**config.mk**
```make
export PLATFORM = sky130hd
export DESIGN_NAME = abkf_ctrl
export DESIGN_NICKNAME = d
export VERILOG_FILES = /design/src/hw/rtl/abkf_pkg.sv /design/src/hw/rtl/abkf_ctrl.sv
export SDC_FILE = /design/constraint.sdc
export NUM_CORES = 1
export LEC_CHECK = 0
export ABC_AREA = 1
export BUFFER_PORTS_ARGS = -buffer_cell sky130_fd_sc_hd__buf_2
export CORE_MARGIN = 5
export CORE_UTILIZATION = 40
export CTS_CLUSTER_DIAMETER = 80
export DETAILED_ROUTE_END_ITERATION = 10
export GPL_TIMING_DRIVEN = 0
export SLEW_MARGIN = 20
export SYNTH_ARGS = -nofsm -noshare
export SYNTH_HDL_FRONTEND = slang
export SYNTH_SLANG_ARGS = --single-unit
```
**constraint.sdc**
```tcl
create_clock -name clk -period 2.8 [get_ports clk]
set_input_delay 0.14 -clock clk [delete_from_list [all_inputs] [get_ports clk]]
set_output_delay 0.14 -clock clk [all_outputs]
set_load 0.1 [all_outputs]
```
**src/hw/rtl/abkf_pkg.sv**
```systemverilog
package abkf_pkg;

    localparam int DataWidth = 32;
    localparam int DtWidth   = 24;
    localparam int FracBits  = 24;
    localparam int CfgIdxWidth = 2;

    localparam logic [DataWidth-1:0] QaReset   = 32'd16777;
    localparam logic [DataWidth-1:0] QbReset   = 32'd50332;
    localparam logic [DataWidth-1:0] RReset    = 32'd503316;
    localparam logic [DataWidth-1:0] BiasReset = 32'd196608;

    localparam logic [CfgIdxWidth-1:0] CfgQa = 2'd0;
    localparam logic [CfgIdxWidth-1:0] CfgQb = 2'd1;
    localparam logic [CfgIdxWidth-1:0] CfgR  = 2'd2;

    // wide working value: products of two 35-bit operands fit below 2^70
    localparam int WideWidth = 72;
    localparam int DivWidth  = 58;

    typedef enum logic [4:0] {
        ST_IDLE,
        ST_RATE,
        ST_ANGLE,
        ST_T,
        ST_INNER,
        ST_P00,
        ST_P11,
        ST_S,
        ST_DIV0,
        ST_DIV0_WAIT,
        ST_DIV1,
        ST_DIV1_WAIT,
        ST_CA,
        ST_CB,
        ST_C00,
        ST_C01,
        ST_C10,
        ST_C11,
        ST_OUT
    } abkf_state_t;

    typedef enum logic [4:0] {
        OP_NONE,
        OP_RATE,
        OP_ANGLE,
        OP_T,
        OP_INNER,
        OP_P00,
        OP_P11,
        OP_S,
        OP_DIV0,
        OP_DIV1,
        OP_CA,
        OP_CB,
        OP_C00,
        OP_C01,
        OP_C10,
        OP_C11
    } abkf_op_t;

    typedef struct packed {
        logic     load;
        abkf_op_t op;
        logic     div_start;
        logic     out_load;
    } abkf_cmd_t;

    typedef struct packed {
        logic div_busy;
    } abkf_status_t;

    function automatic logic signed [DataWidth-1:0] sat32(input logic signed [WideWidth-1:0] v);
        logic signed [WideWidth-1:0] hi;
        logic signed [WideWidth-1:0] lo;
        hi = WideWidth'(signed'({1'b0, {(DataWidth-1){1'b1}}}));
        lo = -hi - WideWidth'(1);
        if (v > hi)
            return hi[DataWidth-1:0];
        else if (v < lo)
            return lo[DataWidth-1:0];
        else
            return v[DataWidth-1:0];
    endfunction

    function automatic logic signed [WideWidth-1:0] rescale(input logic signed [WideWidth-1:0] v);
        logic [WideWidth-1:0] m;
        logic [WideWidth-1:0] r;
        m = v[WideWidth-1] ? WideWidth'(-v) : WideWidth'(v);
        r = (m + (WideWidth'(1) << (FracBits - 1))) >> FracBits;
        return v[WideWidth-1] ? -signed'(r) : signed'(r);
    endfunction

endpackage

```
**src/hw/rtl/abkf_ctrl.sv**
```systemverilog
module abkf_ctrl
    import abkf_pkg::*;
(
    input  logic         clk,
    input  logic         rst_n,
    input  logic         in_valid,
    output logic         in_ready,
    output logic         out_valid,
    input  logic         out_ready,
    input  logic         s_zero,
    input  abkf_status_t status,
    output abkf_cmd_t    cmd
);

    abkf_state_t state_reg, state_next;
    logic        out_valid_reg, out_valid_next;

    always_comb
    begin
        state_next = state_reg;
        unique case (state_reg)
            ST_IDLE:      if (in_valid && in_ready) state_next = ST_RATE;
            ST_RATE:      state_next = ST_ANGLE;
            ST_ANGLE:     state_next = ST_T;
            ST_T:         state_next = ST_INNER;
            ST_INNER:     state_next = ST_P00;
            ST_P00:       state_next = ST_P11;
            ST_P11:       state_next = ST_S;
            ST_S:         state_next = ST_DIV0;
            ST_DIV0:      state_next = s_zero ? ST_CA : ST_DIV0_WAIT;
            ST_DIV0_WAIT: if (!status.div_busy) state_next = ST_DIV1;
            ST_DIV1:      state_next = ST_DIV1_WAIT;
            ST_DIV1_WAIT: if (!status.div_busy) state_next = ST_CA;
            ST_CA:        state_next = ST_CB;
            ST_CB:        state_next = ST_C00;
            ST_C00:       state_next = ST_C01;
            ST_C01:       state_next = ST_C10;
            ST_C10:       state_next = ST_C11;
            ST_C11:       state_next = ST_OUT;
            ST_OUT:       state_next = ST_IDLE;
            default:      state_next = ST_IDLE;
        endcase
    end

    always_comb
    begin
        cmd = '{load: 1'b0, op: OP_NONE, div_start: 1'b0, out_load: 1'b0};
        out_valid_next = out_valid_reg;
        if (out_valid_reg && out_ready)
            out_valid_next = 1'b0;
        unique case (state_reg)
            ST_IDLE:      cmd.load = in_valid && in_ready;
            ST_RATE:      cmd.op = OP_RATE;
            ST_ANGLE:     cmd.op = OP_ANGLE;
            ST_T:         cmd.op = OP_T;
            ST_INNER:     cmd.op = OP_INNER;
            ST_P00:       cmd.op = OP_P00;
            ST_P11:       cmd.op = OP_P11;
            ST_S:         cmd.op = OP_S;
            ST_DIV0:
            begin
                // zero divisor keeps both gains at zero
                cmd.op        = s_zero ? OP_NONE : OP_DIV0;
                cmd.div_start = !s_zero;
            end
            ST_DIV0_WAIT: cmd.op = OP_DIV0;
            ST_DIV1:
            begin
                cmd.op        = OP_DIV1;
                cmd.div_start = 1'b1;
            end
            ST_DIV1_WAIT: cmd.op = OP_DIV1;
            ST_CA:        cmd.op = OP_CA;
            ST_CB:        cmd.op = OP_CB;
            ST_C00:       cmd.op = OP_C00;
            ST_C01:       cmd.op = OP_C01;
            ST_C10:       cmd.op = OP_C10;
            ST_C11:       cmd.op = OP_C11;
            ST_OUT:
            begin
                cmd.out_load   = 1'b1;
                out_valid_next = 1'b1;
            end
            default: ;
        endcase
    end

    assign in_ready  = (state_reg == ST_IDLE) && !out_valid_reg;
    assign out_valid = out_valid_reg;

    always_ff @(posedge clk or negedge rst_n)
    begin
        if (!rst_n)
        begin
            state_reg     <= ST_IDLE;
            out_valid_reg <= 1'b0;
        end
        else
        begin
            state_reg     <= state_next;
            out_valid_reg <= out_valid_next;
        end
    end

endmodule

```
-- Yosys cells after proc, flatten, opt, wreduce, memory -nomap -nowiden
Cells that the tools add are included.
- word-level logic and storage cells: 44
- register bits after elaboration: 6
- input port bits: 6
- equality and inequality tests: 21
- muxes and demuxes: 12
- reduce and logical (&&, ||, !) cells: 9
- operators with widths (operator ; number):
    $pmux W5 S18 ; 1
    $pmux W4 S16 ; 1
    $eq A5 B4 Y1 const B ; 8
    $eq A5 B3 Y1 const B ; 4
    $eq A5 B5 Y1 const B ; 3
    $mux W5 ; 3
    $eq A5 B2 Y1 const B ; 2
    $ne A2 B2 Y1 const B ; 3
    $eq A5 B1 Y1 const B ; 1
    $logic_not A5 Y1 ; 1
    $mux W1 ; 4
    $mux W4 ; 1
    $logic_and A1 B1 Y1 ; 3
    $mux W3 ; 1
    $reduce_and A3 Y1 ; 1
    $logic_not A1 Y1 ; 2
    $pmux W1 S2 ; 1
    $reduce_bool A2 Y1 ; 1
    $reduce_or A2 Y1 ; 1

-- Depth between registers and ports, before layout
Gate-level depths: netlist (run 1).
- depth in word-level cells: 5
- depth in mapped cells: 9
- gate-level depth less buffers: 8

-- Worst setup path before layout (run 1)
No wires, ideal clock.
- path type: reg-to-output
- start: register state_reg[1]
- end: output port cmd[3] in the netlist's numbering
- required time: 2.660 ns
- path buffers: 0
- stages on the path, launching flop included: 3
- path slack: -1.373 ns
- arrival: 4.033 ns
- path through: dfrtp_1 inv_2 o311ai_0
- RTL lines (item ; RTL line ; source):
    start, declared ; abkf_ctrl.sv:15 ; abkf_state_t state_reg, state_next;
    start signal, assigned ; abkf_ctrl.sv:100 ; state_reg <= state_next;
    end, declared ; abkf_ctrl.sv:12 ; output abkf_cmd_t cmd

==> results of run 1 <==
## cells in the final DEF (no fill, tap or decap)
cell type and count:
nor3_2 3, nor2_2 3, dfrtp_1 6, buf_4 3
o21bai_1 1, nand2_2 4, o311ai_1 1, inv_1 9
nor2_1 24, nand2_1 18, buf_2 14, dlygate4sd3_1 1
nor3b_2 1, nor2_4 1, buf_6 2, clkbuf_4 3
nand4_1 2, o21ai_0 3, nand3_1 8, inv_2 5
a21oi_1 3, conb_1 1, o2111ai_1 1
## layer usage
metal / GRT usage / up-vias / routed length (um)
met5: 0 / - / 0
met4: 0.0538 / 0 / 13
met3: 0.0489 / 2 / 128
met2: 0.233 / 29 / 728
met1: 0.182 / 308 / 693
li1: - / 346 / -
## how the worst min path moves through the flow
stage	startpoint	to	slack, ps	cells past startpoint
2_1_floorplan	rst_n	out_valid	-160	0
3_3_place_gp	rst_n	out_valid	-30	1
3_5_place_dp	rst_n	out_valid	-30	1
4_1_cts	out_ready	out_valid	80	2
5_1_grt	out_ready	out_valid	80	2
6_report	out_ready	out_valid	80	2
## kinds of logic (layout without fill, tap and decap cells)
group | after synthesis | count (layout) | share of synthesized area
other cells | 1 | 1 | 0.00615
simple gates | 64 | 64 | 0.497
flops | 6 | 6 | 0.246
compound gates | 9 | 9 | 0.0903
buf+inv | 19 | 37 | 0.160
## area by class of cell
type / count / area [um^2] / area share
Clock buffer: 3 / 22.5 / 0.0306
Inverter: 14 / 52.6 / 0.0713
Multi-Input combinational cell: 74 / 367 / 0.497
Tap cell: 16 / 20.0 / 0.0272
Timing Repair Buffer: 15 / 80.1 / 0.109
Sequential cell: 6 / 150 / 0.204
Buffer: 5 / 45.0 / 0.0611
## stage by stage
stage | hold slack (ps) | setup slack [ps] | utilization | TNS [ps]
4_1_cts | 81.1 | 807 | 0.501 | 0
6_report | 83.5 | 796 | 0.501 | 0
3_3_place_gp | -32.9 | 1100 | 0.479 | 0
5_1_grt | 77.4 | 657 | 0.501 | 0
2_1_floorplan | -156 | -192 | - | -192
3_5_place_dp | -30.0 | 1070 | 0.479 | 0
## critical path, cell delays in order (launching register included)
cell and delay [ps]:
dfrtp_1 370, buf_6 140, nor2_2 180, inv_1 90, nor2_1 200, nor2_2 90, o311ai_1 80, buf_2 480
## timing repair
item | in CTS | in global routing
setup buffers | 0 | 0
hold buffers | 1 | 0
endpoints found under the hold margin | 6 | 0
endpoints found under the setup margin | 0 | 0
==> summary by stage, run 1 <==
Synth
Ranked by total cell area, the synthesized netlist is headed by dfrtp_1 25%, nor2_1 15%, nand2_1 11%. The share of flip-flops with an asynchronous set or reset is 1.00. The average footprint of a synthesized cell is 6.15 um^2. The number of different library cells used by synthesis comes to 20. The synthesized net count is 105. The most used flip-flop cell after synthesis is dfrtp_1. The number of synthesis warnings is 0.

After synthesis, the most frequently instantiated cells are 24 x nor2_1, 18 x nand2_1, 9 x inv_1, 8 x nand3_1, 6 x dfrtp_1. The most area-hungry cell type in the Yosys netlist is dfrtp_1. The cell with the most instances after synthesis is nor2_1. The count of state elements after synthesis is 6. Summing every instance area after synthesis gives 609 um^2.

The area fraction of the dominant cell type after synthesis is 0.246. Yosys mapped a number of flops with a built-in enable equal to 0. The share of the Yosys chip area taken by registers is 0.246. Synthesis produced 99 cells.

Finish
The number of nets in the final layout is 125. Fill cells in the final layout number 170. The area growth from synthesis to layout is 20.9%.

The final cell count without fillers is 133. Of the cells placed in the final design, the portion with a size suffix greater than 1 is 0.333. The flip-flop count of the largest register after layout is 5.

Summing all non-filler instances in the final layout gives an area of 737 um^2. 0 antenna diodes ended up in the layout.

Setup path
STA puts the critical path data required time at 2660 ps. In this run the critical register-to-register path is launched from state_reg[0]. The termination of the worst setup path is cmd[3]. Data on the critical path arrives at its endpoint at 1860 ps.

By startpoint and endpoint, the worst setup path is classified as reg2out. The register-to-register path setup slack is 1450 ps. The startpoint class of the critical path is a register. The maximum net fanout on the critical path is 8. The worst register-to-register path has a depth of 8. The capturing element type of the critical path is an output pin. The endpoint of the lowest-slack register-to-register path is state_reg[0]. The critical path starts at state_reg[0].

GRT
The first global-routing pass estimated 2870 um of wire. The via count of the first global-routing pass came to 678. The initial antenna violation count is 0.

The maximum number of pins on one net before global-route repair is 11. For this run the aggregate overflow at the end of global routing stands at 0. Across every metal layer, demand over resource in global routing totals 0.146.

Placement
In this run, placement finished with an instance count of 129. The routability congestion estimate from global placement is 0.891. Once detailed placement completed, the half-perimeter wirelength came to 1260 um. In this run the tool buffered the top-level ports with 14 buffer cells.

The post-detailed-placement cell area is 704 um^2.

Routing
Using the TritonRoute via totals, the vias-per-cell ratio works out to 5.15. The first-pass iteration count of the detailed router is 4. The post-detailed-route DRC marker count is 0.

The number of vias in the routed layout is 685. In the final routed layout, each cell accounts on average for 11.8 um. The routed wire length is 1560 um. The violation count after the first detailed-route iteration is 15. The count of nets left with antenna violations once routing finished came out at 0.

STA
The max-slew violation count is 0. Setup repair after global routing left no endpoint under its margin. The final period utilization is 0.716.

The hold violation count in the final report was 0. Counting I/O delays and the setup requirement, the final critical path takes 2000 ps. The clock arrives with 3.75 ps of skew.

Derived from the worst setup path, the maximum achievable clock frequency is 499 MHz. The final count of negative-setup-slack endpoints is 0.

Clock network
The clock edge transition at the registers on the reported setup and hold paths is 50 ps. TritonCTS built the clock tree. The cell sitting at the root of the clock tree is a clkbuf_4.

The clock tree buffer depth is 2. Once the clock tree was built, the resizer swapped 0 gates to a different size. The number of clock sinks is 6.

In this run the number of H-tree levels came out at 1. For the worst-skew pair, the clock arrives at the later sink with an insertion delay of 240 ps. The number of buffers added by the clock tree synthesis step is 3.

Die
The width of the die is 49.0 um. The die boundary height is 49.0 um. The initial utilization of the core area, before any placement, comes to 0.414. The number of I/O pins is 16. The area of the core is 1470 um^2.

The floorplan step defined a die boundary enclosing 2400 um^2. The floorplan has 14 rows.

Run
The max capacitance violation total is 0.

Status
The flow ran to the end, and the final reports show no timing, DRC or antenna violations.

Worst hold path
The path class of the tightest hold or removal check is in2reg.
Power of run 1 is left out: the tool's default activity adds up to more than one toggle a clock period on the data nets, which glitch-free logic cannot reach.
==> run 2: changes to the inputs <==
--- a/config.mk
+++ b/config.mk
@@ -12,6 +12,7 @@
 export CTS_CLUSTER_DIAMETER = 80
 export DETAILED_ROUTE_END_ITERATION = 10
 export GPL_TIMING_DRIVEN = 0
+export PLACE_DENSITY = 0.66
 export SLEW_MARGIN = 20
 export SYNTH_ARGS = -nofsm -noshare
 export SYNTH_HDL_FRONTEND = slang
==> constraint.sdc (replaced) <==
create_clock -name clk -period 1.8 [get_ports clk]
set_input_delay 0.09 -clock clk [delete_from_list [all_inputs] [get_ports clk]]
set_output_delay 0.09 -clock clk [all_outputs]
set_load 0.1 [all_outputs]
==> summary by stage, run 2 (synthesis results as in run 1) <==
STA
The hold violation count in the final report is 0 (unchanged). The final count of negative-setup-slack endpoints is 0 (unchanged). The max-slew violation count is 0 (unchanged).

Unrepaired setup endpoints after global routing: true (was false). The final period utilization is 0.966. The highest clock frequency the design can meet is 575 MHz.

The post-route setup TNS came to 0 ps (unchanged). The minimum clock period after layout is 1740 ps. The largest clock skew in the final design is 3.69 ps (was 3.75 ps).

Routing
The post-detailed-route DRC marker count is 0 (unchanged). The routed wire length is 1560 um (about the same). The detail-routed via count per cell is 4.92 (was 5.15). The violation count after the first detailed-route iteration is 18 (was 15).

The per-cell routed wire length came to 11.6 um (was 11.8 um). The remaining antenna violation count after routing came to 0 (unchanged). The number of vias in the routed layout is 659 (was 685).

The first-pass iteration count of the detailed router is 6 (was 4).

GRT
The via count of the first global-routing pass came to 573 (was 678). The most utilized layer in the global route result is met2 (unchanged). The total global-route track usage is 0.133 (was 0.146).

The global-route wire length before repair is 2490 um (was 2870 um). The maximum number of pins on one net before global-route repair is 11 (unchanged). The met3 global-route usage was 0.0581 (was 0.0489). The total global routing overflow is 0 (unchanged).

The initial antenna violation count came to 0 (unchanged). The met1 track demand over resource in global routing is 0.159 (was 0.182). The global-route track usage on met2 is 0.220 (was 0.233).

Placement
The post-detailed-placement cell area was 733 um^2 (was 704 um^2). The number of buffers added on ports is 14 (unchanged). The placed wire-length estimate after detailed placement was 1260 um (about the same). The routability congestion estimate from global placement came to 0.872 (was 0.891).

Setup path
The maximum net fanout on the critical path was 10 (was 8). The startpoint class of the critical path is a register (unchanged). The type of the worst setup path is reg2out (unchanged).

The endpoint required time on the critical path is 1710 ps (was 2660 ps). The depth of the worst register-to-register path is 7 (was 8). The reg-to-reg startpoint is state_reg[3] (was state_reg[0]). The register-to-register path setup slack came to 390 ps (was 1450 ps). The critical path arrival was 1650 ps (was 1860 ps). The capturing element type of the critical path is an output pin (unchanged). The worst setup path startpoint is state_reg[3] (was state_reg[0]).

Finish
The area growth from synthesis to layout is 37.2% (was 20.9%). Most used cells in the layout excluding fill and tap cells: 20 x nor2_1, 17 x nand2_1, 9 x inv_1 (was 24 x nor2_1, 18 x nand2_1, 14 x buf_2). The number of nets in the final layout is 125 (unchanged). The leading cell type in the layout, fill and taps excluded is nor2_1 (unchanged). The antenna diode count is 0 (unchanged).

The flip-flop count of the largest register after layout came to 5 (unchanged). The number of fill cells in the layout is 144 (was 170). The final cell area excluding filler cells is 836 um^2 (was 737 um^2). The fraction of layout instances using a drive strength above 1 is 0.415 (was 0.333).

Clock network
The number of clock sinks came to 6 (unchanged). The clock edge transition at the registers on the reported setup and hold paths is 50 ps (about the same). The TritonCTS clock tree is done (unchanged). The clock tree buffer depth is 2 (unchanged). The cell at the root of the clock tree is clkbuf_4 (unchanged). The clock network latency to the later pin of the worst-skew pair was 250 ps (was 240 ps). The CTS H-tree depth is 1 (unchanged).

The number of buffers added by the clock tree synthesis step is 3 (unchanged).

Die
The initial cell density of the core was 0.414 (unchanged). The area of the core came to 1470 um^2 (unchanged). The width of the die came to 49.0 um (unchanged).

The die boundary height is 49.0 um (unchanged). The cell row count is 14 (unchanged). The number of I/O pins is 16 (unchanged).

The die footprint came to 2400 um^2 (unchanged).

Worst hold path
The worst min-delay path startpoint is out_ready (unchanged). The instance count along the most critical hold path is 2 (unchanged). The class of the tightest hold or removal check is in2reg (unchanged).

Status
Result of the run: finished clean (unchanged).

Run
The max capacitance violation total came to 0 (unchanged).
==> run 2: cell type report <==
type / instances / area [um^2] / area share
buffer: 5 / 45.0 / 0.0539
clock buffer: 4 / 26.3 / 0.0314
inverter: 14 / 52.6 / 0.0629
sequential: 6 / 154 / 0.184
timing repair buffer: 15 / 134 / 0.160
tap: 16 / 20.0 / 0.0240
multi-input combinational: 74 / 404 / 0.484
==> run 2: worst paths after layout <==
check,end
setup / recovery,cmd[2]
hold / removal,out_valid
setup reg to reg,state_reg[1]
hold reg to reg,state_reg[4]
max in group asynchronous,state_reg[4]
min in group asynchronous,state_reg[0]
==> run 2: metal layers <==
metal,vias to the layer above,wire length [um]
met5,-,0
met4,0,0
met3,0,95
met2,19,755
met1,294,708
li1,346,-
==> run 2: repair_timing <==
action | CTS | global route
resized for setup | 9 | 14
setup buffers | 0 | 0
endpoints found under the hold margin | 6 | 0
endpoints found under the setup margin | 8 | 7
hold buffers | 1 | 0
==> run 2: critical path, cell delays in order, from the launching register on <==
cell	delay, ps
dfrtp_1	400
buf_4	190
inv_2	60
nand2_2	60
nor3_2	200
nand2_1	140
o2111ai_2	120
buf_8	230
==> run 2: metrics by stage <==
| step | setup slack [ps] | cells | util | hold slack (ps) |
|---|---|---|---|---|
| finish | 62.0 | 134 | 0.568 | 22.0 |
| global route | -2.07 | 134 | 0.568 | 16.4 |
| detailed placement | 136 | 129 | 0.498 | -77.7 |
| CTS | 3.80 | 134 | 0.539 | 17.5 |
| floorplan | -222 | 99 | - | -206 |
| global placement | 145 | 129 | 0.498 | -79.0 |
Power of run 2 is left out for the same reason.
